--- src/rtl/dcl_ram.sv ---
`timescale 1ns / 1ps

module dcl_ram #(
  parameter int Depth = 2,
  parameter int Width = 8
) (
  input  logic                                  clk_i,
  input  logic                                  wr_en_i,
  input  logic [((Depth > 1) ? $clog2(Depth) : 1)-1:0] wr_addr_i,
  input  logic [Width-1:0]                      wr_data_i,
  input  logic                                  rd_en_i,
  input  logic [((Depth > 1) ? $clog2(Depth) : 1)-1:0] rd_addr_i,
  output logic [Width-1:0]                      rd_data_o
);

  logic [Width-1:0] mem [Depth];

  always_ff @(posedge clk_i) begin
    if (wr_en_i) begin
      mem[wr_addr_i] <= wr_data_i;
    end
  end

  // read data holds until the next read
  always_ff @(posedge clk_i) begin
    if (rd_en_i) begin
      rd_data_o <= mem[rd_addr_i];
    end
  end

endmodule

--- config.mk ---
export PLATFORM = sky130hd
export DESIGN_NAME = dcl_ram
export DESIGN_NICKNAME = d
export VERILOG_FILES = /design/src/rtl/dcl_ram.sv
export SDC_FILE = /design/constraint.sdc
export NUM_CORES = 1
export LEC_CHECK = 0
export BUFFER_PORTS_ARGS = -buffer_cell sky130_fd_sc_hd__buf_2
export CAP_MARGIN = 10
export CORE_MARGIN = 4
export CORE_UTILIZATION = 57
export CTS_BUF_LIST = sky130_fd_sc_hd__clkbuf_8
export CTS_CLUSTER_SIZE = 20
export DETAILED_ROUTE_END_ITERATION = 8
export GPL_ROUTABILITY_DRIVEN = 0
export GPL_TIMING_DRIVEN = 1
export PLACE_DENSITY = 0.81
export SLEW_MARGIN = 20
export SYNTH_ARGS = -nofsm -noshare
export SYNTH_HDL_FRONTEND = slang
export SYNTH_SLANG_ARGS = --single-unit
--- constraint.sdc ---
create_clock -name clk_i -period 1.7 [get_ports clk_i]
set_clock_uncertainty 0.15 [all_clocks]
set_input_delay 0.085 -clock clk_i [delete_from_list [all_inputs] [get_ports clk_i]]
set_output_delay 0.085 -clock clk_i [all_outputs]
set_load 0.05 [all_outputs]
==> metrics.md, run 1 <==
| Metric | Value |
|---|---|
| Via-to-Cell Ratio | `~5.3` |
| Power density over the cells | `roughly 1100 mW/mm²` |
| Synth warn | `0` |
| Vias in the first global route | `~470` |
| H-tree levels | `1` |
| CTS tree | `done` |
| Post-CTS Setup Inserts | `0` |
| GRT Util Overall | `15.6%` |
| Row cnt | `13` |
| Syn_area_per_cell | `24.7 µm²` |
| Worst path bufs/invs | `1` |
| Core area | `roughly 0.0014 mm²` |
| Register area share after synthesis | `a little over four fifths` |
| Final antenna-violating net count | `0` |
| Busiest grt layer | `met2` |
| Critical-path cell list | `buf_2` |
| Starting Density | `a little over three fifths` |
| Layout area overhead | `26.9%` |
| Achievable Freq | `approximately 920 MHz` |
| Worst EP required | `approximately 1500 ps` |
| Final hold violations | `0` |
| Critical-path top delay cell | `edfxtp_1` |
| Max-slew violation count | `0` |
| Critical path type | `reg2out` |
| Max Buffers Root-to-Sink | `2` |
| Slowest stage delay, CP | `380 ps` |
| Gr ovfl total | `0` |
| Worst vdd ir | `just under 0.9 mV` |
| Met2 Use GR | `about 29%` |
| Clock period minus final worst setup slack | `approximately 1100 ps` |
| Period utilisation layout | `around 64%` |
| Slew HR | `between 50% and 60%` |
| Critical path's top delay family | `flip-flops` |
| Met1 Use GR | `roughly a fifth` |
| Routed len/inst | `16.8 µm` |
| RSZ-0062 raised after global routing | `false` |
| Iter 0 DRT Violations | `18` |
| Setup TNS | `0 ps` |
| Pleak | `between 0.4 and 0.5 nW` |
| CP Max Fanout | `1` |
| Grt met3 use | `about 2.3%` |
| Die span in x | `between 40 and 50 µm` |
| Design area | `approximately 0.0011 mm²` |
| Placed cell areas | `around 970 µm²` |
| Status | `completed` |
| Slew @ Worst Pin | `approximately 670 ps` |
| Die Y | `between 40 and 50 µm` |
| Largest net degree at the start of global routing | `14` |
| Syn Inst Count | `35` |
| Post-CTS Hold Fix Bufs | `8` |
| Crit. End Element | `output pin` |
| CTS root buf | `clkbuf_8` |
| Post-synth top area share | `a little over four fifths` |
| Yosys top cell by area | `edfxtp_1` |
| Final #Nets | `80` |
| Post-synthesis cell type count | `5` |
| Worst EP arrival | `around 860 ps` |
| Syn_nets | `48` |
| Layout cell share with drive strength beyond 1 | `about 47%` |
| IO Port Bufs | `20` |
| Die area | `around 0.0022 mm²` |
| Synth Cell Area | `between 800 and 900 µm²` |
| Hold crit path type | `in2reg` |
| Number of diodes | `0` |
| # IOs | `21` |
| Wire length of the first global-routing pass | `approximately 2.3 mm` |
| Clock slew at reported path FFs | `~80 ps` |
| CP Launch Type | `register` |
| Initial antenna violation count | `0` |
| Clock Sinks | `24` |
| Synth area leaders | `edfxtp_1 83%, mux2_4 14%, buf_6 1.3%` |
| DRC viols | `0` |
| Clock latency on the worst-skew pair | `around 250 ps` |
| Drt total wl | `roughly 1.4 mm` |
| Seq cells post-synth | `24` |
| Max Cap Viol | `0` |
| CTS buffer count | `3` |
| First-pass DRT Iterations | `4` |
| Post_cts resized | `0` |
| DR vias | `approximately 430` |
| Setup violators final | `0` |
## synth_stat cells, drive strengths merged
library cell,count
edfxtp,24
mux2,8
and2,1
buf,1
nor2b,1
## sequential cells by signal, indices dropped and copies added (netlist names)
signal and cells:
rd_data_o 8, mem 16
## power breakdown
part	leakage (nW)	total [W]	internal, W	switching (W)
clock	0.0231	0.000320	0.000161	0.000160
sequential	0.228	0.000711	0.000699	0.0000126
combinational	0.183	0.000140	0.0000572	0.0000829
total	0.434	0.00117	0.000917	0.000255
## cells in the final DEF, fill, tap and decap left out
cell type	n
and2_1	1
buf_2	20
clkbuf_8	3
clkinv_1	1
dlygate4sd3_1	8
edfxtp_1	24
mux2_4	8
nor2b_1	1
## routing by layer
| layer | part of all wire [%] | routed length (µm) |
|---|---|---|
| met5 | 0 | 0 |
| met4 | 0 | 0 |
| met3 | 6.1 | 83 |
| met2 | 55 | 753 |
| met1 | 39 | 526 |
## layout make-up
cell class	instances	area, µm²
well taps	15	18.8
fillers	72	269
repair buffers	28	180
clock buffers	3	41.3
clock inverters	1	3.75
flip-flops and latches	24	721
multi-input cells	10	133
## through the flow
step	total power, W	setup WS [ps]	hold slack [ps]	instances	util, %
3_3_place_gp	0.000841	536	123	69	71.2
5_1_grt	0.00123	570	11.5	81	80.3
3_5_place_dp	0.000851	432	130	69	71.2
2_1_floorplan	0.000811	672	33.9	35	-
4_1_cts	0.00118	586	14.5	81	80.3
6_report	0.00117	610	15.7	81	80.3
## kinds of logic (layout without fill, tap and decap cells)
kind of cell / count (synthesis) / in the layout / synth area share (%)
DFF: 24 / 24 / 83.4
and+or+nand+nor: 2 / 2 / 1.45
buffers and inverters: 1 / 32 / 1.30
muxes: 8 / 8 / 13.9
## final timing paths
kind	from	endpoint	slack [ps]	depth (start not counted)
hold / removal	rd_en_i	rd_data_o[6]	20	1
setup reg to reg	mem[0][0]	rd_data_o[0]	620	1
hold reg to reg	mem[0][6]	rd_data_o[6]	400	1
setup / recovery	rd_data_o[3]	rd_data_o[3]	610	1
Power figures use the tool's default switching activity.
==> run 2, diff against run 1 <==
- CORE_UTILIZATION: 57 -> 53
- PLACE_DENSITY: 0.81 -> 0.76
- clock period: 1.7 -> 1.13 ns (I/O delays scaled with it)
==> run 2 against run 1 <==
Largest cell class unchanged. Routed wire length down 18%. Register-to-register slack worse by 540 ps. Critical endpoint is now rd_data_o[6]. Final cell count up 3.7%. Non-clock buffer count up 2. Highest routed layer is now met4. Largest power group unchanged. Global-route usage down 4.7 points.
==> metrics.md, run 2 (synthesized netlist as in run 1, its figures left out) <==
| Metric | Value |
|---|---|
| Critical path's top delay family | `flip-flops` |
| Reg area | `between 700 and 800 µm²` |
| Hold crit path type | `in2reg` |
| Max-slew violation count | `0` |
| Core area | `~0.0015 mm²` |
| Slew HR | `between 70% and 80%` |
| Status | `completed` |
| Die span in x | `about 48 µm` |
| Most frequent cells in the layout | `24 x edfxtp_1, 20 x buf_2, 9 x dlygate4sd3_1` |
| CTS root buf | `clkbuf_8` |
| Layout cell share with drive strength beyond 1 | `between 40% and 50%` |
| Clock latency on the worst-skew pair | `between 200 and 300 ps` |
| Max reg flops | `16` |
| Slowest stage delay, CP | `between 300 and 400 ps` |
| H-tree levels | `1` |
| Worst EP required | `1000 ps` |
| Post_cts resized | `0` |
| Worst EP arrival | `between 900 and 1000 ps` |
| Die area | `roughly 0.0023 mm²` |
| Critical-path cell list | `mux2_4` |
| CTS tree | `done` |
| Placed cell areas | `981 µm²` |
| Number of diodes | `0` |
| # IOs | `21` |
| GRT Util Overall | `between 10% and 20%` |
| Clock slew at reported path FFs | `around 70 ps` |
| Worst vdd ir | `1.23 mV` |
| Clock period minus final worst setup slack | `around 1000 ps` |
| Final antenna-violating net count | `0` |
| Critical-path top delay cell | `edfxtp_1` |
| Slew @ Worst Pin | `362 ps` |
| Gr ovfl total | `0` |
| FF-to-FF path depth | `1` |
| CP Max Fanout | `1` |
| CP Launch Type | `register` |
| Setup violators final | `0` |
| Multi-input gate area | `133 µm²` |
| Crit. End Element | `register` |
| Largest registers | `mem: 16 flops, rd_data_o: 8 flops` |
| Top reg by flops | `mem` |
| IO Port Bufs | `20` |
| DR vias | `410` |
| Critical path type | `reg2reg` |
| Wire length of the first global-routing pass | `~1.9 mm` |
| Design area | `0.00112 mm²` |
| DRC viols | `0` |
| Starting Density | `56.7%` |
| Max Cap Viol | `0` |
| Hold WS | `just under 100 ps` |
| Initial antenna violation count | `0` |
| Power density over the cells | `about 1600 mW/mm²` |
| Max Buffers Root-to-Sink | `2` |
| Clock Sinks | `24` |
| Die Y | `48.4 µm` |
| Row cnt | `14` |
| Cell depth of the worst setup path | `1` |
| Fill cells | `between 90 and 100` |
| Iter 0 DRT Violations | `2` |
| Final #Nets | `82` |
| CTS buffer count | `3` |
| Most common cell after layout, fill and taps aside | `edfxtp_1` |
| Total Power | `approximately 0.0018 W` |
| Via-to-Cell Ratio | `just under 5` |
| Drt total wl | `between 1 and 1.5 mm` |
| Worst path bufs/invs | `0` |
| Min-Delay Path Depth | `3` |
| Post-Route Utilization | `73.2%` |
| Setup TNS | `0 ps` |
| Largest net degree at the start of global routing | `14` |
| Pleak | `0.444 nW` |
| Period utilisation layout | `roughly 90%` |
| Layout area overhead | `29.1%` |
| Achievable Freq | `956 MHz` |
| Vias in the first global route | `423` |
| Final hold violations | `0` |
| RSZ-0062 raised after global routing | `false` |
| First-pass DRT Iterations | `4` |
| Routed len/inst | `around 13 µm` |
==> run 2: through the flow <==
stage | setup slack (ps) | instances
finish | 84.5 | 84
CTS | 68.2 | 84
global placement | 82.0 | 71
global route | 40.6 | 84
detailed placement | 79.2 | 71
floorplan | 130 | 35
==> run 2: per-layer routing <==
metal	global-route usage [%]	wire length, µm
met1	12.1	441
met2	16.5	539
met3	5.21	112
met4	6.91	25
met5	0	0
==> run 2: path summary, 6_finish.rpt <==
check / startpoint / end / slack (ps)
worst min-delay path: wr_addr_i / mem[0][5] / 100
worst min register to register: mem[0][0] / rd_data_o[0] / 400
worst max register to register: mem[0][6] / rd_data_o[6] / 80
worst max-delay path: mem[0][6] / rd_data_o[6] / 80
==> run 2: repair_timing <==
action / 4_1_cts / 5_1_grt
hold endpoints to repair: 24 / 0
setup buffers: 0 / 0
hold buffers: 9 / 0
==> run 2: area by class of cell <==
class | count | area share [%]
tap | 16 | 1.79
timing repair buffer | 30 | 17.7
clock buffer | 3 | 3.70
clock inverter | 1 | 0.336
sequential | 24 | 64.6
multi-input combinational | 10 | 11.9
==> run 2: power breakdown <==
| part | leakage [nW] | internal, W | switching (W) |
|---|---|---|---|
| Sequential | 0.228 | 0.00105 | 0.0000143 |
| Combinational | 0.192 | 0.0000905 | 0.000122 |
| Clock | 0.0231 | 0.000242 | 0.000239 |
| Total | 0.444 | 0.00138 | 0.000375 |
