## src/rtl/dcl_pkg.sv

```systemverilog
`timescale 1ns / 1ps

package dcl_pkg;

  localparam int NUM_BINS    = 4096;
  localparam int MAX_CHOICES = 4;
  localparam int LOAD_BITS   = 16;

  // fixed field widths of the channels
  localparam int IDX_W          = 12;
  localparam int LOAD_FIELD_W   = 16;
  localparam int BIN_COUNT_W    = 13;
  localparam int CHOICE_COUNT_W = 3;
  localparam int CFG_IDX_W      = 2;
  localparam int CFG_DATA_W     = 13;
  localparam int FIELD_CHOICES  = 4;

  localparam int CAND_N = (MAX_CHOICES > FIELD_CHOICES) ? MAX_CHOICES : FIELD_CHOICES;
  localparam int CNT_W  = $clog2(CAND_N + 1);
  localparam int RP_W   = (MAX_CHOICES > 1) ? $clog2(MAX_CHOICES) : 1;
  localparam int FILL_W = $clog2(MAX_CHOICES + 1);
  localparam int BIN_AW = (NUM_BINS > 1) ? $clog2(NUM_BINS) : 1;

  localparam logic [LOAD_BITS-1:0] LOAD_MAX = '1;

  typedef logic [IDX_W-1:0]     idx_t;
  typedef logic [LOAD_BITS-1:0] load_t;

  typedef enum logic {
    ACT_INSERT,
    ACT_READ
  } action_e;

  typedef enum logic [1:0] {
    STAT_PLACED,
    STAT_PRIMING,
    STAT_READ,
    STAT_RANGE
  } status_e;

  typedef enum logic [CFG_IDX_W-1:0] {
    CFG_BIN_COUNT    = 2'd0,
    CFG_CHOICE_COUNT = 2'd1,
    CFG_STREAM_MODE  = 2'd2
  } cfg_reg_e;

  typedef enum logic [1:0] {
    PLAN_DIRECT,
    PLAN_READ,
    PLAN_PLACE
  } plan_e;

  typedef enum logic [2:0] {
    SEQ_CLEAR,
    SEQ_IDLE,
    SEQ_READ,
    SEQ_LAST,
    SEQ_DONE
  } seq_state_e;

  typedef struct packed {
    action_e action;
    idx_t    choice_0;
    idx_t    choice_1;
    idx_t    choice_2;
    idx_t    choice_3;
    idx_t    read_index;
  } item_t;

  typedef struct packed {
    status_e                 status;
    idx_t                    bin_index;
    logic [LOAD_FIELD_W-1:0] load;
    logic                    saturated;
  } result_t;

  typedef struct packed {
    logic [BIN_COUNT_W-1:0]    bin_count;
    logic [CHOICE_COUNT_W-1:0] choice_count;
    logic                      stream_mode;
  } cfg_t;

  // what the front end decided for the offered item
  typedef struct packed {
    plan_e                  kind;
    status_e                status;
    idx_t                   bin_index;
    idx_t [CAND_N-1:0]      cand;
    logic [CNT_W-1:0]       count;
  } plan_t;

  typedef struct packed {
    logic              we;
    logic [BIN_AW-1:0] waddr;
    load_t             wdata;
    logic              re;
    logic [BIN_AW-1:0] raddr;
  } ram_req_t;

  function automatic logic in_range(idx_t idx, logic [BIN_COUNT_W-1:0] bin_count);
    return (32'(idx) < 32'(bin_count)) && (32'(idx) < 32'(NUM_BINS));
  endfunction

  function automatic logic [CNT_W-1:0] clamp_choices(logic [CHOICE_COUNT_W-1:0] cc);
    logic [CNT_W-1:0] d;
    if (cc == '0) begin
      d = CNT_W'(1);
    end else if (32'(cc) > 32'(MAX_CHOICES)) begin
      d = CNT_W'(MAX_CHOICES);
    end else begin
      d = CNT_W'(cc);
    end
    return d;
  endfunction

endpackage

```

## src/rtl/dcl_front.sv

```systemverilog
`timescale 1ns / 1ps

module dcl_front (
  input  logic            clk_i,
  input  logic            rst_ni,
  input  dcl_pkg::item_t  item_i,
  input  logic            take_i,
  input  dcl_pkg::cfg_t   cfg_i,
  input  logic            ring_clear_i,
  output dcl_pkg::plan_t  plan_o
);

  dcl_pkg::idx_t              ring_q [dcl_pkg::MAX_CHOICES];
  dcl_pkg::idx_t              ring_nx [dcl_pkg::MAX_CHOICES];
  logic [dcl_pkg::RP_W-1:0]   rp_q, rp_d;
  logic [dcl_pkg::FILL_W-1:0] fill_q, fill_d;
  logic                       ring_we;

  always_comb begin
    logic [dcl_pkg::CNT_W-1:0] d_all;
    logic [dcl_pkg::CNT_W-1:0] d_fresh;
    dcl_pkg::idx_t             fields [dcl_pkg::FIELD_CHOICES];
    dcl_pkg::idx_t             bad_idx;
    logic                      bad;
    logic [dcl_pkg::RP_W-1:0]  rp_eff;

    d_all   = dcl_pkg::clamp_choices(cfg_i.choice_count);
    d_fresh = (32'(d_all) > 32'(dcl_pkg::FIELD_CHOICES)) ?
              dcl_pkg::CNT_W'(dcl_pkg::FIELD_CHOICES) : d_all;
    fields[0] = item_i.choice_0;
    fields[1] = item_i.choice_1;
    fields[2] = item_i.choice_2;
    fields[3] = item_i.choice_3;
    bad       = 1'b0;
    bad_idx   = '0;
    rp_eff    = '0;

    ring_nx          = ring_q;
    rp_d             = rp_q;
    fill_d           = fill_q;
    ring_we          = 1'b0;
    plan_o.kind      = dcl_pkg::PLAN_DIRECT;
    plan_o.status    = dcl_pkg::STAT_RANGE;
    plan_o.bin_index = '0;
    plan_o.cand      = '0;
    plan_o.count     = d_all;

    if (item_i.action == dcl_pkg::ACT_READ) begin
      plan_o.bin_index = item_i.read_index;
      if (dcl_pkg::in_range(item_i.read_index, cfg_i.bin_count)) begin
        plan_o.kind    = dcl_pkg::PLAN_READ;
        plan_o.cand[0] = item_i.read_index;
        plan_o.count   = dcl_pkg::CNT_W'(1);
      end
    end else if (!cfg_i.stream_mode) begin
      for (int i = 0; i < dcl_pkg::FIELD_CHOICES; i++) begin
        if (32'(i) < 32'(d_fresh) && !bad && !dcl_pkg::in_range(fields[i], cfg_i.bin_count)) begin
          bad     = 1'b1;
          bad_idx = fields[i];
        end
        plan_o.cand[i] = fields[i];
      end
      if (bad) begin
        plan_o.bin_index = bad_idx;
      end else begin
        plan_o.kind  = dcl_pkg::PLAN_PLACE;
        plan_o.count = d_fresh;
      end
    end else begin
      plan_o.bin_index = item_i.choice_0;
      if (dcl_pkg::in_range(item_i.choice_0, cfg_i.bin_count)) begin
        ring_we         = 1'b1;
        rp_eff          = (32'(rp_q) >= 32'(d_all)) ? '0 : rp_q;
        ring_nx[rp_eff] = item_i.choice_0;
        rp_d            = (32'(rp_eff) + 32'd1 >= 32'(d_all)) ? '0 : rp_eff + 1'b1;
        fill_d          = (32'(fill_q) < 32'(dcl_pkg::MAX_CHOICES)) ? fill_q + 1'b1 : fill_q;
        if (32'(fill_d) < 32'(d_all)) begin
          plan_o.status = dcl_pkg::STAT_PRIMING;
        end else begin
          // entries may predate a shrink of the bin count
          for (int i = 0; i < dcl_pkg::MAX_CHOICES; i++) begin
            if (32'(i) < 32'(d_all) && !bad && !dcl_pkg::in_range(ring_nx[i], cfg_i.bin_count)) begin
              bad     = 1'b1;
              bad_idx = ring_nx[i];
            end
            plan_o.cand[i] = ring_nx[i];
          end
          if (bad) begin
            plan_o.bin_index = bad_idx;
          end else begin
            plan_o.kind = dcl_pkg::PLAN_PLACE;
          end
        end
      end
    end
  end

  always_ff @(posedge clk_i or negedge rst_ni) begin
    if (!rst_ni) begin
      rp_q   <= '0;
      fill_q <= '0;
    end else if (ring_clear_i) begin
      rp_q   <= '0;
      fill_q <= '0;
    end else if (take_i && ring_we) begin
      rp_q   <= rp_d;
      fill_q <= fill_d;
    end
  end

  always_ff @(posedge clk_i) begin
    if (take_i && ring_we) begin
      ring_q <= ring_nx;
    end
  end

endmodule

```

## config.mk

```make
export PLATFORM = sky130hd
export DESIGN_NAME = dcl_front
export DESIGN_NICKNAME = d
export VERILOG_FILES = /design/src/rtl/dcl_pkg.sv /design/src/rtl/dcl_front.sv
export SDC_FILE = /design/constraint.sdc
export NUM_CORES = 1
export LEC_CHECK = 0
export ABC_AREA = 1
export BUFFER_PORTS_ARGS = -buffer_cell sky130_fd_sc_hd__buf_2
export CORE_MARGIN = 2
export CORE_UTILIZATION = 42
export DETAILED_ROUTE_END_ITERATION = 7
export PLACE_DENSITY = 0.72
export SYNTH_ARGS = -nofsm -noshare
export SYNTH_HDL_FRONTEND = slang
export SYNTH_SLANG_ARGS = --single-unit
```

## constraint.sdc

```tcl
create_clock -name clk_i -period 7.4 [get_ports clk_i]
set_input_delay 1.11 -clock clk_i [delete_from_list [all_inputs] [get_ports clk_i]]
set_output_delay 1.11 -clock clk_i [all_outputs]
set_load 0.005 [all_outputs]
```

==> metrics.yaml <==
sta:
  tns_ns: 0
  relSlewSlack: 0.216
  drv_slew: 0
  finalSetupViolations: 0
  tightest_slew_ns: 1.18
  post-route-period-util: 0.924
  timing.fmax_ghz: 0.146
  clock_skew_ns: 0.00444
  rsz0062_at_grt: "no"
  fin_hold_ws_ns: 0.546
  hold_viol_final: 0
  period_needed_ns: 6.83
synth:
  synth-adder-area-share: 0.196
  synth_warnings: 0
  yosys.area_share.xor_xnor: 0.00124
  synthSimpleGateAreaFrac: 0.300
  synthArstFlopShare: 0.0943
  ys_seq_area_frac: 0.221
  ys.flop_type: "edfxtp_1"
  ys_types: 41
  synth_edf_count: 48
  ys_seq_elements: 53
  muxShareOfSynthArea: 0
  synthesis.area_um2: 7080
  synthesis.nets: 1239
  syn_avg_cell_area_um2: 6.77
  synth_compound_area_frac: 0.180
  netlist_instances: 1046
  synth_top_family_by_area: "simple AND/OR/NAND/NOR gates"
die:
  die_area_um2: 17900
  ios: 149
  die_x_um: 134
  die_height_um: 134
  coreArea_um2: 16500
  initial_core_util: 0.429
  num_rows: 47
finish:
  fin_nets: 1370
  diodes: 0
  multi_input_area_um2: 4800
  syn_to_final_growth_pct: 15.7
  regArea_um2: 1570
  fillers: 1699
  drive_above_1_share: 0.190
clock_network:
  ctsHoldBuffers: 0
  clock_latency_ns: 0.30
  cts_root_buf: "clkbuf_16"
  cts_tree: "built"
  cts_sinks: 53
  cts_buffers: 5
  cts_max_path_buffers: 2
  clk_pin_slew_ns: 0.08
  h-tree-depth: 2
hold_path:
  min_path_type: "reg2reg"
  whs_path_depth: 2
  holdPathEnd: "fill_q[0]"
  worstHoldStart: "fill_q[0]"
critical_path:
  cp_max_fo: 23
  rrSetupSlack_ns: 4.10
  regToRegStartpoint: "rp_q[0]"
  worstSetupPathType: "in2out"
  arrival_ns: 5.72
  worstRegToRegCells: 13
  cp-start-kind: "primary input"
  crit-reg2reg-capture: "rp_q[0]"
  critical-path-max-stage-delay_ns: 0.63
  critPathCaptureType: "output pin"
  path_common_cell: "nand2_1"
  crit_required_ns: 6.29
  critPathSlowestCell: "o21ai_0"
route:
  drc: 0
  wl_um: 25800
  via_per_inst: 5.66
  dr.pass1.iters: 5
  first_iter_violations: 803
  vias: 7915
  ant_nets: 0
  wire_per_inst_um: 18.4
run:
  max_cap_violations: 0
power:
  pwr-share-comb: 0.424
  switching_share: 0.402
  p_int_mw: 0.610
  p_switching_mw: 0.410
  clockPowerShare: 0.246
  irDropWorstVdd_uv: 105
  p_per_area_nw_per_um2: 124
  p_leak_nw: 4.22
  p_seq_frac: 0.331
placed_design:
  port_buffers: 147
  hpwl_um: 20000
  place_congestion: 0.975
global_routing:
  grt_pass1_vias: 7135
  grt_pass1_wl_um: 39100
  grt_max_degree: 62
  grt-ovfl-total: 0
  grt_usage: 0.281
  grt_antenna_before_repair: 0
status:
  status: "finished, final reports clean"
==> stage by stage <==
stage / area (um^2) / instances / setup WS (ns) / total power [mW] / util
floorplan: 7080 / 1046 / 1.80 / 0.616 / -
global placement: 8050 / 1390 / 0.684 / 0.759 / 0.487
detailed placement: 8050 / 1390 / 0.512 / 0.766 / 0.487
CTS: 8190 / 1398 / 0.507 / 1.01 / 0.496
global route: 8200 / 1398 / 0.136 / 1.08 / 0.496
finish: 8200 / 1398 / 0.565 / 1.02 / 0.496
==> flip-flops by register name (all words and copies together) (netlist names) <==
signal,count
fill_q,3
ring_q,48
rp_q,2
==> Yosys cell counts, types with 2 or more instances <==
cell / instances / share of area
nand2_1: 273 / 0.14
ha_1: 111 / 0.20
inv_1: 106 / 0.056
nor2_1: 101 / 0.054
a21oi_1: 75 / 0.053
nand3_1: 58 / 0.041
o21ai_0: 58 / 0.041
edfxtp_1: 48 / 0.20
a22oi_1: 47 / 0.050
clkbuf_1: 26 / 0.014
nand4_1: 16 / 0.014
buf_2: 12 / 0.0085
inv_2: 12 / 0.0064
nand3b_1: 12 / 0.013
o22ai_1: 12 / 0.011
nor3_2: 11 / 0.016
nor3_1: 9 / 0.0064
buf_4: 7 / 0.0074
clkinv_1: 7 / 0.0037
dfrtp_1: 5 / 0.018
nand2_2: 5 / 0.0044
a21oi_2: 4 / 0.0049
o211ai_1: 4 / 0.0042
buf_6: 3 / 0.0048
nor2_2: 3 / 0.0027
o21ai_1: 3 / 0.0021
o31ai_1: 3 / 0.0032
a31oi_1: 2 / 0.0018
==> logic make-up after synthesis <==
family / count (synthesis)
AO/OA/AOI/OAI: 214
XOR/XNOR: 1
adder cells (fa/ha/maj): 111
other: 1
AND/OR/NAND/NOR: 492
flip-flops: 53
buffers and inverters: 174
==> power groups by stage <==
stage / Clock, mW / Sequential (mW) / Combinational (mW)
floorplan: 0 / 0.344 / 0.272
CTS: 0.252 / 0.338 / 0.424
detailed placement: 0 / 0.344 / 0.421
global route: 0.260 / 0.338 / 0.477
finish: 0.250 / 0.338 / 0.432
global placement: 0 / 0.344 / 0.415
==> critical path: cells and delay by family <==
family          cells  cell delay, ns
compound gates      6            1.25
fa+ha+maj           3            0.83
buf+inv             7            0.94
simple gates       13            1.58
==> worst max-delay path by stage <==
stage          slack, ns  startpoint          to  cells past startpoint
2_1_floorplan       1.80    cfg_i[2]  plan_o[52]                     30
5_1_grt             0.14    cfg_i[3]  plan_o[61]                     30
4_1_cts             0.51    cfg_i[3]  plan_o[62]                     29
6_report            0.57    cfg_i[3]  plan_o[62]                     29
3_3_place_gp        0.68    cfg_i[3]  plan_o[51]                     29
3_5_place_dp        0.51    cfg_i[3]  plan_o[62]                     29
==> layer usage <==
layer,global-route usage,part of all wire
met5,0,0
met4,0.102,0.034
met3,0.0469,0.094
met2,0.445,0.45
met1,0.387,0.43
==> cell usage in the layout, fill, tap and decap left out, types with 26 or more instances in the layout <==
| cell | Yosys | layout |
|---|---|---|
| inv_1 | 106 | 104 |
| o21ai_0 | 58 | 58 |
| edfxtp_1 | 48 | 48 |
| a21oi_1 | 75 | 75 |
| nand3_1 | 58 | 58 |
| nor2_1 | 101 | 101 |
| buf_4 | 7 | 26 |
| a22oi_1 | 47 | 47 |
| nand2_1 | 273 | 273 |
| ha_1 | 111 | 111 |
| buf_2 | 12 | 147 |
==> repair_timing <==
| action | CTS | global route |
|---|---|---|
| gates resized for setup | 0 | 1 |
| endpoints found under the setup margin | 0 | 9 |
| setup buffers | 0 | 0 |
==> cell type report <==
class / instances / share of cell area
clock inverters: 3 / 0.00260
inverters: 125 / 0.0577
repair buffers: 173 / 0.114
flip-flops and latches: 53 / 0.191
clock buffers: 5 / 0.0153
multi-input cells: 819 / 0.586
well taps: 220 / 0.0336
Power figures use the tool's default switching activity.
