<file path="src/rtl/dcl_pkg.sv">
`timescale 1ns / 1ps

package dcl_pkg;

  localparam int NUM_BINS    = 4096;
  localparam int MAX_CHOICES = 4;
  localparam int LOAD_BITS   = 16;

  // fixed field widths of the channels
  localparam int IDX_W          = 12;
  localparam int LOAD_FIELD_W   = 16;
  localparam int BIN_COUNT_W    = 13;
  localparam int CHOICE_COUNT_W = 3;
  localparam int CFG_IDX_W      = 2;
  localparam int CFG_DATA_W     = 13;
  localparam int FIELD_CHOICES  = 4;

  localparam int CAND_N = (MAX_CHOICES > FIELD_CHOICES) ? MAX_CHOICES : FIELD_CHOICES;
  localparam int CNT_W  = $clog2(CAND_N + 1);
  localparam int RP_W   = (MAX_CHOICES > 1) ? $clog2(MAX_CHOICES) : 1;
  localparam int FILL_W = $clog2(MAX_CHOICES + 1);
  localparam int BIN_AW = (NUM_BINS > 1) ? $clog2(NUM_BINS) : 1;

  localparam logic [LOAD_BITS-1:0] LOAD_MAX = '1;

  typedef logic [IDX_W-1:0]     idx_t;
  typedef logic [LOAD_BITS-1:0] load_t;

  typedef enum logic {
    ACT_INSERT,
    ACT_READ
  } action_e;

  typedef enum logic [1:0] {
    STAT_PLACED,
    STAT_PRIMING,
    STAT_READ,
    STAT_RANGE
  } status_e;

  typedef enum logic [CFG_IDX_W-1:0] {
    CFG_BIN_COUNT    = 2'd0,
    CFG_CHOICE_COUNT = 2'd1,
    CFG_STREAM_MODE  = 2'd2
  } cfg_reg_e;

  typedef enum logic [1:0] {
    PLAN_DIRECT,
    PLAN_READ,
    PLAN_PLACE
  } plan_e;

  typedef enum logic [2:0] {
    SEQ_CLEAR,
    SEQ_IDLE,
    SEQ_READ,
    SEQ_LAST,
    SEQ_DONE
  } seq_state_e;

  typedef struct packed {
    action_e action;
    idx_t    choice_0;
    idx_t    choice_1;
    idx_t    choice_2;
    idx_t    choice_3;
    idx_t    read_index;
  } item_t;

  typedef struct packed {
    status_e                 status;
    idx_t                    bin_index;
    logic [LOAD_FIELD_W-1:0] load;
    logic                    saturated;
  } result_t;

  typedef struct packed {
    logic [BIN_COUNT_W-1:0]    bin_count;
    logic [CHOICE_COUNT_W-1:0] choice_count;
    logic                      stream_mode;
  } cfg_t;

  // what the front end decided for the offered item
  typedef struct packed {
    plan_e                  kind;
    status_e                status;
    idx_t                   bin_index;
    idx_t [CAND_N-1:0]      cand;
    logic [CNT_W-1:0]       count;
  } plan_t;

  typedef struct packed {
    logic              we;
    logic [BIN_AW-1:0] waddr;
    load_t             wdata;
    logic              re;
    logic [BIN_AW-1:0] raddr;
  } ram_req_t;

  function automatic logic in_range(idx_t idx, logic [BIN_COUNT_W-1:0] bin_count);
    return (32'(idx) < 32'(bin_count)) && (32'(idx) < 32'(NUM_BINS));
  endfunction

  function automatic logic [CNT_W-1:0] clamp_choices(logic [CHOICE_COUNT_W-1:0] cc);
    logic [CNT_W-1:0] d;
    if (cc == '0) begin
      d = CNT_W'(1);
    end else if (32'(cc) > 32'(MAX_CHOICES)) begin
      d = CNT_W'(MAX_CHOICES);
    end else begin
      d = CNT_W'(cc);
    end
    return d;
  endfunction

endpackage

</file>
<file path="src/rtl/dcl_seq.sv">
`timescale 1ns / 1ps

module dcl_seq (
  input  logic                           clk_i,
  input  logic                           rst_ni,
  input  logic                           in_valid_i,
  output logic                           in_ready_o,
  input  dcl_pkg::plan_t                 plan_i,
  output dcl_pkg::ram_req_t              ram_req_o,
  input  dcl_pkg::load_t                 ram_rdata_i,
  output logic                           out_valid_o,
  input  logic                           out_ready_i,
  output dcl_pkg::result_t               out_data_o
);

  dcl_pkg::seq_state_e         state_q, state_d;
  logic [dcl_pkg::BIN_AW-1:0]  clr_q, clr_d;
  logic [dcl_pkg::CNT_W-1:0]   k_q, k_d;
  logic                        out_valid_q, out_valid_d;

  dcl_pkg::plan_e              kind_q;
  dcl_pkg::idx_t [dcl_pkg::CAND_N-1:0] cand_q;
  logic [dcl_pkg::CNT_W-1:0]   n_q;
  dcl_pkg::result_t            res_q;
  dcl_pkg::result_t            out_q;
  dcl_pkg::idx_t               rd_idx_q;
  dcl_pkg::idx_t               best_idx_q;
  dcl_pkg::load_t              best_load_q;

  logic                        out_free;
  logic                        out_load;
  logic                        accept;
  logic                        lt;
  logic                        fin_take;
  dcl_pkg::idx_t               fin_idx;
  dcl_pkg::load_t              fin_load;
  logic                        fin_sat;
  dcl_pkg::load_t              new_load;
  logic                        last_issue;
  dcl_pkg::result_t            fin_res;

  assign out_free   = !out_valid_q || out_ready_i;
  assign accept     = in_valid_i && in_ready_o;
  assign out_load   = (state_q == dcl_pkg::SEQ_LAST || state_q == dcl_pkg::SEQ_DONE) && out_free;
  assign last_issue = (32'(k_q) + 32'd1 >= 32'(n_q));

  // compare the returning load against the best so far; slot order wins ties
  assign lt       = ram_rdata_i < best_load_q;
  assign fin_take = (n_q == dcl_pkg::CNT_W'(1)) || lt;
  assign fin_idx  = fin_take ? rd_idx_q : best_idx_q;
  assign fin_load = fin_take ? ram_rdata_i : best_load_q;
  assign fin_sat  = (fin_load == dcl_pkg::LOAD_MAX);
  assign new_load = fin_sat ? fin_load : fin_load + 1'b1;

  always_comb begin
    if (kind_q == dcl_pkg::PLAN_READ) begin
      fin_res.status    = dcl_pkg::STAT_READ;
      fin_res.bin_index = rd_idx_q;
      fin_res.load      = dcl_pkg::LOAD_FIELD_W'(ram_rdata_i);
      fin_res.saturated = 1'b0;
    end else begin
      fin_res.status    = dcl_pkg::STAT_PLACED;
      fin_res.bin_index = fin_idx;
      fin_res.load      = dcl_pkg::LOAD_FIELD_W'(new_load);
      fin_res.saturated = fin_sat;
    end
  end

  // next state
  always_comb begin
    state_d = state_q;
    unique case (state_q)
      dcl_pkg::SEQ_CLEAR: begin
        if (clr_q == dcl_pkg::BIN_AW'(dcl_pkg::NUM_BINS - 1)) state_d = dcl_pkg::SEQ_IDLE;
      end
      dcl_pkg::SEQ_IDLE: begin
        if (in_valid_i) begin
          state_d = (plan_i.kind == dcl_pkg::PLAN_DIRECT) ? dcl_pkg::SEQ_DONE : dcl_pkg::SEQ_READ;
        end
      end
      dcl_pkg::SEQ_READ: begin
        if (last_issue) state_d = dcl_pkg::SEQ_LAST;
      end
      dcl_pkg::SEQ_LAST,
      dcl_pkg::SEQ_DONE: begin
        if (out_free) state_d = dcl_pkg::SEQ_IDLE;
      end
      default: state_d = dcl_pkg::SEQ_CLEAR;
    endcase
  end

  // outputs of the sequencer
  always_comb begin
    in_ready_o      = 1'b0;
    ram_req_o       = '0;
    clr_d           = clr_q;
    k_d             = k_q;
    unique case (state_q)
      dcl_pkg::SEQ_CLEAR: begin
        ram_req_o.we    = 1'b1;
        ram_req_o.waddr = clr_q;
        clr_d           = clr_q + 1'b1;
      end
      dcl_pkg::SEQ_IDLE: begin
        in_ready_o = 1'b1;
        k_d        = '0;
      end
      dcl_pkg::SEQ_READ: begin
        ram_req_o.re    = 1'b1;
        ram_req_o.raddr = dcl_pkg::BIN_AW'(cand_q[0]);
        k_d             = k_q + 1'b1;
      end
      dcl_pkg::SEQ_LAST: begin
        // write-back lands before the next item can issue a read
        if (out_free && kind_q == dcl_pkg::PLAN_PLACE && !fin_sat) begin
          ram_req_o.we    = 1'b1;
          ram_req_o.waddr = dcl_pkg::BIN_AW'(fin_idx);
          ram_req_o.wdata = new_load;
        end
      end
      dcl_pkg::SEQ_DONE: begin
        k_d = '0;
      end
      default: begin
        k_d = '0;
      end
    endcase
  end

  always_comb begin
    out_valid_d = out_valid_q;
    if (out_load) begin
      out_valid_d = 1'b1;
    end else if (out_ready_i) begin
      out_valid_d = 1'b0;
    end
  end

  always_ff @(posedge clk_i or negedge rst_ni) begin
    if (!rst_ni) begin
      state_q     <= dcl_pkg::SEQ_CLEAR;
      clr_q       <= '0;
      k_q         <= '0;
      out_valid_q <= 1'b0;
    end else begin
      state_q     <= state_d;
      clr_q       <= clr_d;
      k_q         <= k_d;
      out_valid_q <= out_valid_d;
    end
  end

  always_ff @(posedge clk_i) begin
    if (accept) begin
      kind_q            <= plan_i.kind;
      cand_q            <= plan_i.cand;
      n_q               <= plan_i.count;
      res_q.status      <= plan_i.status;
      res_q.bin_index   <= plan_i.bin_index;
      res_q.load        <= '0;
      res_q.saturated   <= 1'b0;
    end else if (state_q == dcl_pkg::SEQ_READ) begin
      // candidates shift toward slot zero as they are issued
      for (int i = 0; i < dcl_pkg::CAND_N - 1; i++) begin
        cand_q[i] <= cand_q[i+1];
      end
      rd_idx_q <= cand_q[0];
      if (k_q != '0 && (k_q == dcl_pkg::CNT_W'(1) || lt)) begin
        best_idx_q  <= rd_idx_q;
        best_load_q <= ram_rdata_i;
      end
    end
    if (out_load) begin
      out_q <= (state_q == dcl_pkg::SEQ_DONE) ? res_q : fin_res;
    end
  end

  assign out_valid_o = out_valid_q;
  assign out_data_o  = out_q;

endmodule

</file>
<file path="config.mk">
export PLATFORM = sky130hd
export DESIGN_NAME = dcl_seq
export DESIGN_NICKNAME = d
export VERILOG_FILES = /design/src/rtl/dcl_pkg.sv /design/src/rtl/dcl_seq.sv
export SDC_FILE = /design/constraint.sdc
export NUM_CORES = 1
export LEC_CHECK = 0
export BUFFER_PORTS_ARGS = -buffer_cell sky130_fd_sc_hd__buf_2
export CORE_ASPECT_RATIO = 1.1
export CORE_MARGIN = 2
export CORE_UTILIZATION = 50
export DETAILED_ROUTE_END_ITERATION = 6
export PLACE_DENSITY = 0.74
export REMOVE_ABC_BUFFERS = 1
export SLEW_MARGIN = 10
export SYNTH_ARGS = -nofsm -noshare
export SYNTH_HDL_FRONTEND = slang
export SYNTH_SLANG_ARGS = --single-unit
export TNS_END_PERCENT = 1
</file>
<file path="constraint.sdc">
create_clock -name clk_i -period 7.3 [get_ports clk_i]
set_input_delay 1.46 -clock clk_i [delete_from_list [all_inputs] [get_ports clk_i]]
set_output_delay 1.46 -clock clk_i [all_outputs]
set_load 0.03 [all_outputs]
</file>
==> flow_summary.yaml <==
finish:
  diodes: 0
  drive_gt1_share_pct: 30.80
  multiInputGateArea_um2: 3212
  syn_to_final_growth_pct: 20.74
  stdcell_count: 1041
  nFillCells: 1272
  nets: 938
  ff_latch_area_um2: 4619
  final_util_pct: 61.62
power_and_ir_drop:
  peakVddDrop_mv: 0.2052
  power_density_nw_per_um2: 368.6
  leakagePower_nw: 3.876
critical_path:
  cp_slowest_cell: "or4_4"
  worst-path-max-fanout: 13
  critPathCaptureType: "primary output"
  cp-start-kind: "input port"
  worstSetupPathType: "in -> out"
  slowest_delay_ns: 0.57
  path_cells: "buf_2 -> ha_1 -> nand4_1 -> or3_1 -> or4_4 -> a31oi_4 -> mux2_2 -> ha_1 -> nand3_1 -> nor2_1 -> nand2_2 -> mux2i_1 -> or4_1 -> buf_4 -> o21ai_0 -> buf_4"
  arrival_ns: 5.66
  crit_required_ns: 5.84
clock_tree:
  cts_tree: "done"
  htreeDepth: 4
  clk_latency_ns: 0.43
  cts_setup_buffers: 0
  root_buffer: "clkbuf_16"
  cts_buffer_depth: 2
  clkTransAtPathRegs_ns: 0.07
  tritoncts.num_buffers: 17
  ctsHoldBuffers: 0
  cts_resized: 0
  clock-sinks: 157
logic_synthesis:
  netlist.top_cell.by_area: "edfxtp_1"
  syn_inst: 671
  async_flop_share_pct: 12.10
  ys_warn_count: 0
  synth-seq-area-share_pct: 57.74
  synth_area_leaders: "edfxtp_1, mux2_2, dfrtp_1, mux2i_1, ha_1"
  synth_cell_types: 51
  syn_area_um2: 8000
  synth_edf_count: 138
  synth_area_per_cell_um2: 11.92
  ys.flop_type: "edfxtp_1"
  yosysMostFrequentCell: "edfxtp_1"
  synth_top_area_share_pct: 51.80
  ys_top_cells_by_count: "edfxtp_1, nand2_1, nor2_1, mux2_2, mux2i_1"
  ys_ff_latch: 157
sta:
  finalHoldViolations: 0
  fin_crit_ns: 7.121
  finalCritPeriodShare_pct: 97.55
  max_freq_mhz: 140.4
  rsz0062_at_grt: "true"
  setup_viol: 0
  fin_tns_setup_ns: 0
  hold_slack_ns: 0.4429
  fin_skew_ns: 0.01693
  slew_headroom_pct: 24.44
  slew_viol_final: 0
  worst_pin_slew_ns: 1.131
floorplanning:
  io_pins: 162
  die_y_um: 136.7
  rows: 48
  core_area_um2: 15680
  die_area_um2: 17030
  initial_core_util_pct: 51.04
  die_x_um: 124.6
routing:
  via_count: 5926
  drt_first_pass_iters: 5
  drtIter0Drc: 389
  drtAntennaViolNets: 0
  wirelength_um: 18850
  drc_errors: 0
  drt-wirelength-per-cell_um: 18.11
  via_per_inst: 5.693
run:
  cap_violations: 0
place:
  dp.final_hpwl_um: 13240
  port_buffers: 161
  dp_cells: 1009
  routabilityCongestion: 0.9584
hold_path:
  hp-class: "reg -> reg"
global_route:
  grt_usage_pct: 22.05
  antenna_found_initial: 0
  grt_pass1_vias: 6036
  grt_max_degree: 70
  grt_pass1_wl_um: 29560
  grt_overflow_total: 0
status:
  status: "completed"
-- cell usage in the layout, fill, tap and decap left out, types with 11 or more instances in the layout --
master	n
ha_1	23
buf_2	158
inv_1	22
and2_1	15
a21oi_1	14
nand3_1	17
nand2b_1	11
dfrtp_1	19
edfxtp_1	138
nand4_1	14
buf_4	12
clkbuf_16	17
xnor2_1	20
nor3_1	16
nor2_1	53
mux2i_1	41
mux2_2	43
o21ai_0	37
nand2_1	60
xor2_1	11
-- state kept, by name, indices dropped and copies added, names as in the netlist, 2 cells and up --
name and count:
best_idx_q 12, state_q 3, best_load_q 16, res_q 14, kind_q 2, clr_q 12
rd_idx_q 12, k_q 3, n_q 3, out_data_o 31, cand_q 48
-- path summary, 6_finish.rpt --
check                                          start                           end  slack, ns  cells past startpoint
max reg2reg                best_load_q[13]$_DFFE_PP_  out_data_o[10]$_SDFFCE_PP0P_       2.62                     14
max in group asynchronous                     rst_ni            k_q[0]$_DFFE_PN0N_       6.00                      1
min reg2reg                      cand_q[7]$_DFFE_PP_         rd_idx_q[7]$_DFFE_PP_       0.44                      0
min in group asynchronous                     rst_ni            k_q[1]$_DFFE_PN0N_       0.99                      1
min                              cand_q[7]$_DFFE_PP_         rd_idx_q[7]$_DFFE_PP_       0.44                      0
max                                  ram_rdata_i[15]                 ram_req_o[32]       0.18                     16
-- layer usage --
metal	vias up	global-route usage, %	part of all wire (%)
met5	-	0	0
met4	0	8.926	2.3
met3	37	6.099	8.4
met2	260	38.43	51
met1	2838	25.99	38
li1	2791	-	-
-- stage by stage --
stage | instance area [um2] | setup WS [ns] | power, mW
after floorplan | 7873 | -1.054 | 2.309
after global placement | 9022 | 0.3971 | 2.629
after detailed placement | 9022 | 0.1990 | 2.675
after CTS | 9637 | 0.1384 | 3.582
after global routing | 9659 | -0.01386 | 3.744
final | 9659 | 0.1791 | 3.561
-- worst max-delay path: cells and delay by family --
| family | cells | cell delay, ns |
|---|---|---|
| and+or+nand+nor | 7 | 2.04 |
| adders and majority gates | 2 | 0.59 |
| buffers and inverters | 3 | 0.56 |
| muxes | 2 | 0.50 |
| AOI/OAI and AO/OA | 2 | 0.48 |
-- logic make-up (layout without fill, tap and decap cells) --
group	count (synthesis)	count (layout)	share of synthesized area, %
AND/OR/NAND/NOR	237	237	14.84
buffers and inverters	54	224	2.627
AO/OA/AOI/OAI	85	85	6.616
adder cells (fa/ha/maj)	23	23	3.597
XOR/XNOR	31	31	3.394
flip-flops	157	157	57.74
multiplexers	84	84	11.18
-- where the power goes --
group / switching (mW) / internal, mW
clock: 0.409 / 0.497
combinational: 0.746 / 0.393
sequential: 0.141 / 1.38
total: 1.30 / 2.27
-- layout make-up --
cell class                      count  area share [%]
Sequential cell                   157           47.82
Multi-Input combinational cell    460           33.25
Timing Repair Buffer              170           9.119
Clock buffer                       17           4.404
Tap cell                          200           2.591
Clock inverter                     15           1.956
Inverter                           22          0.8549
No activity file was read; power rests on OpenSTA's default activity.
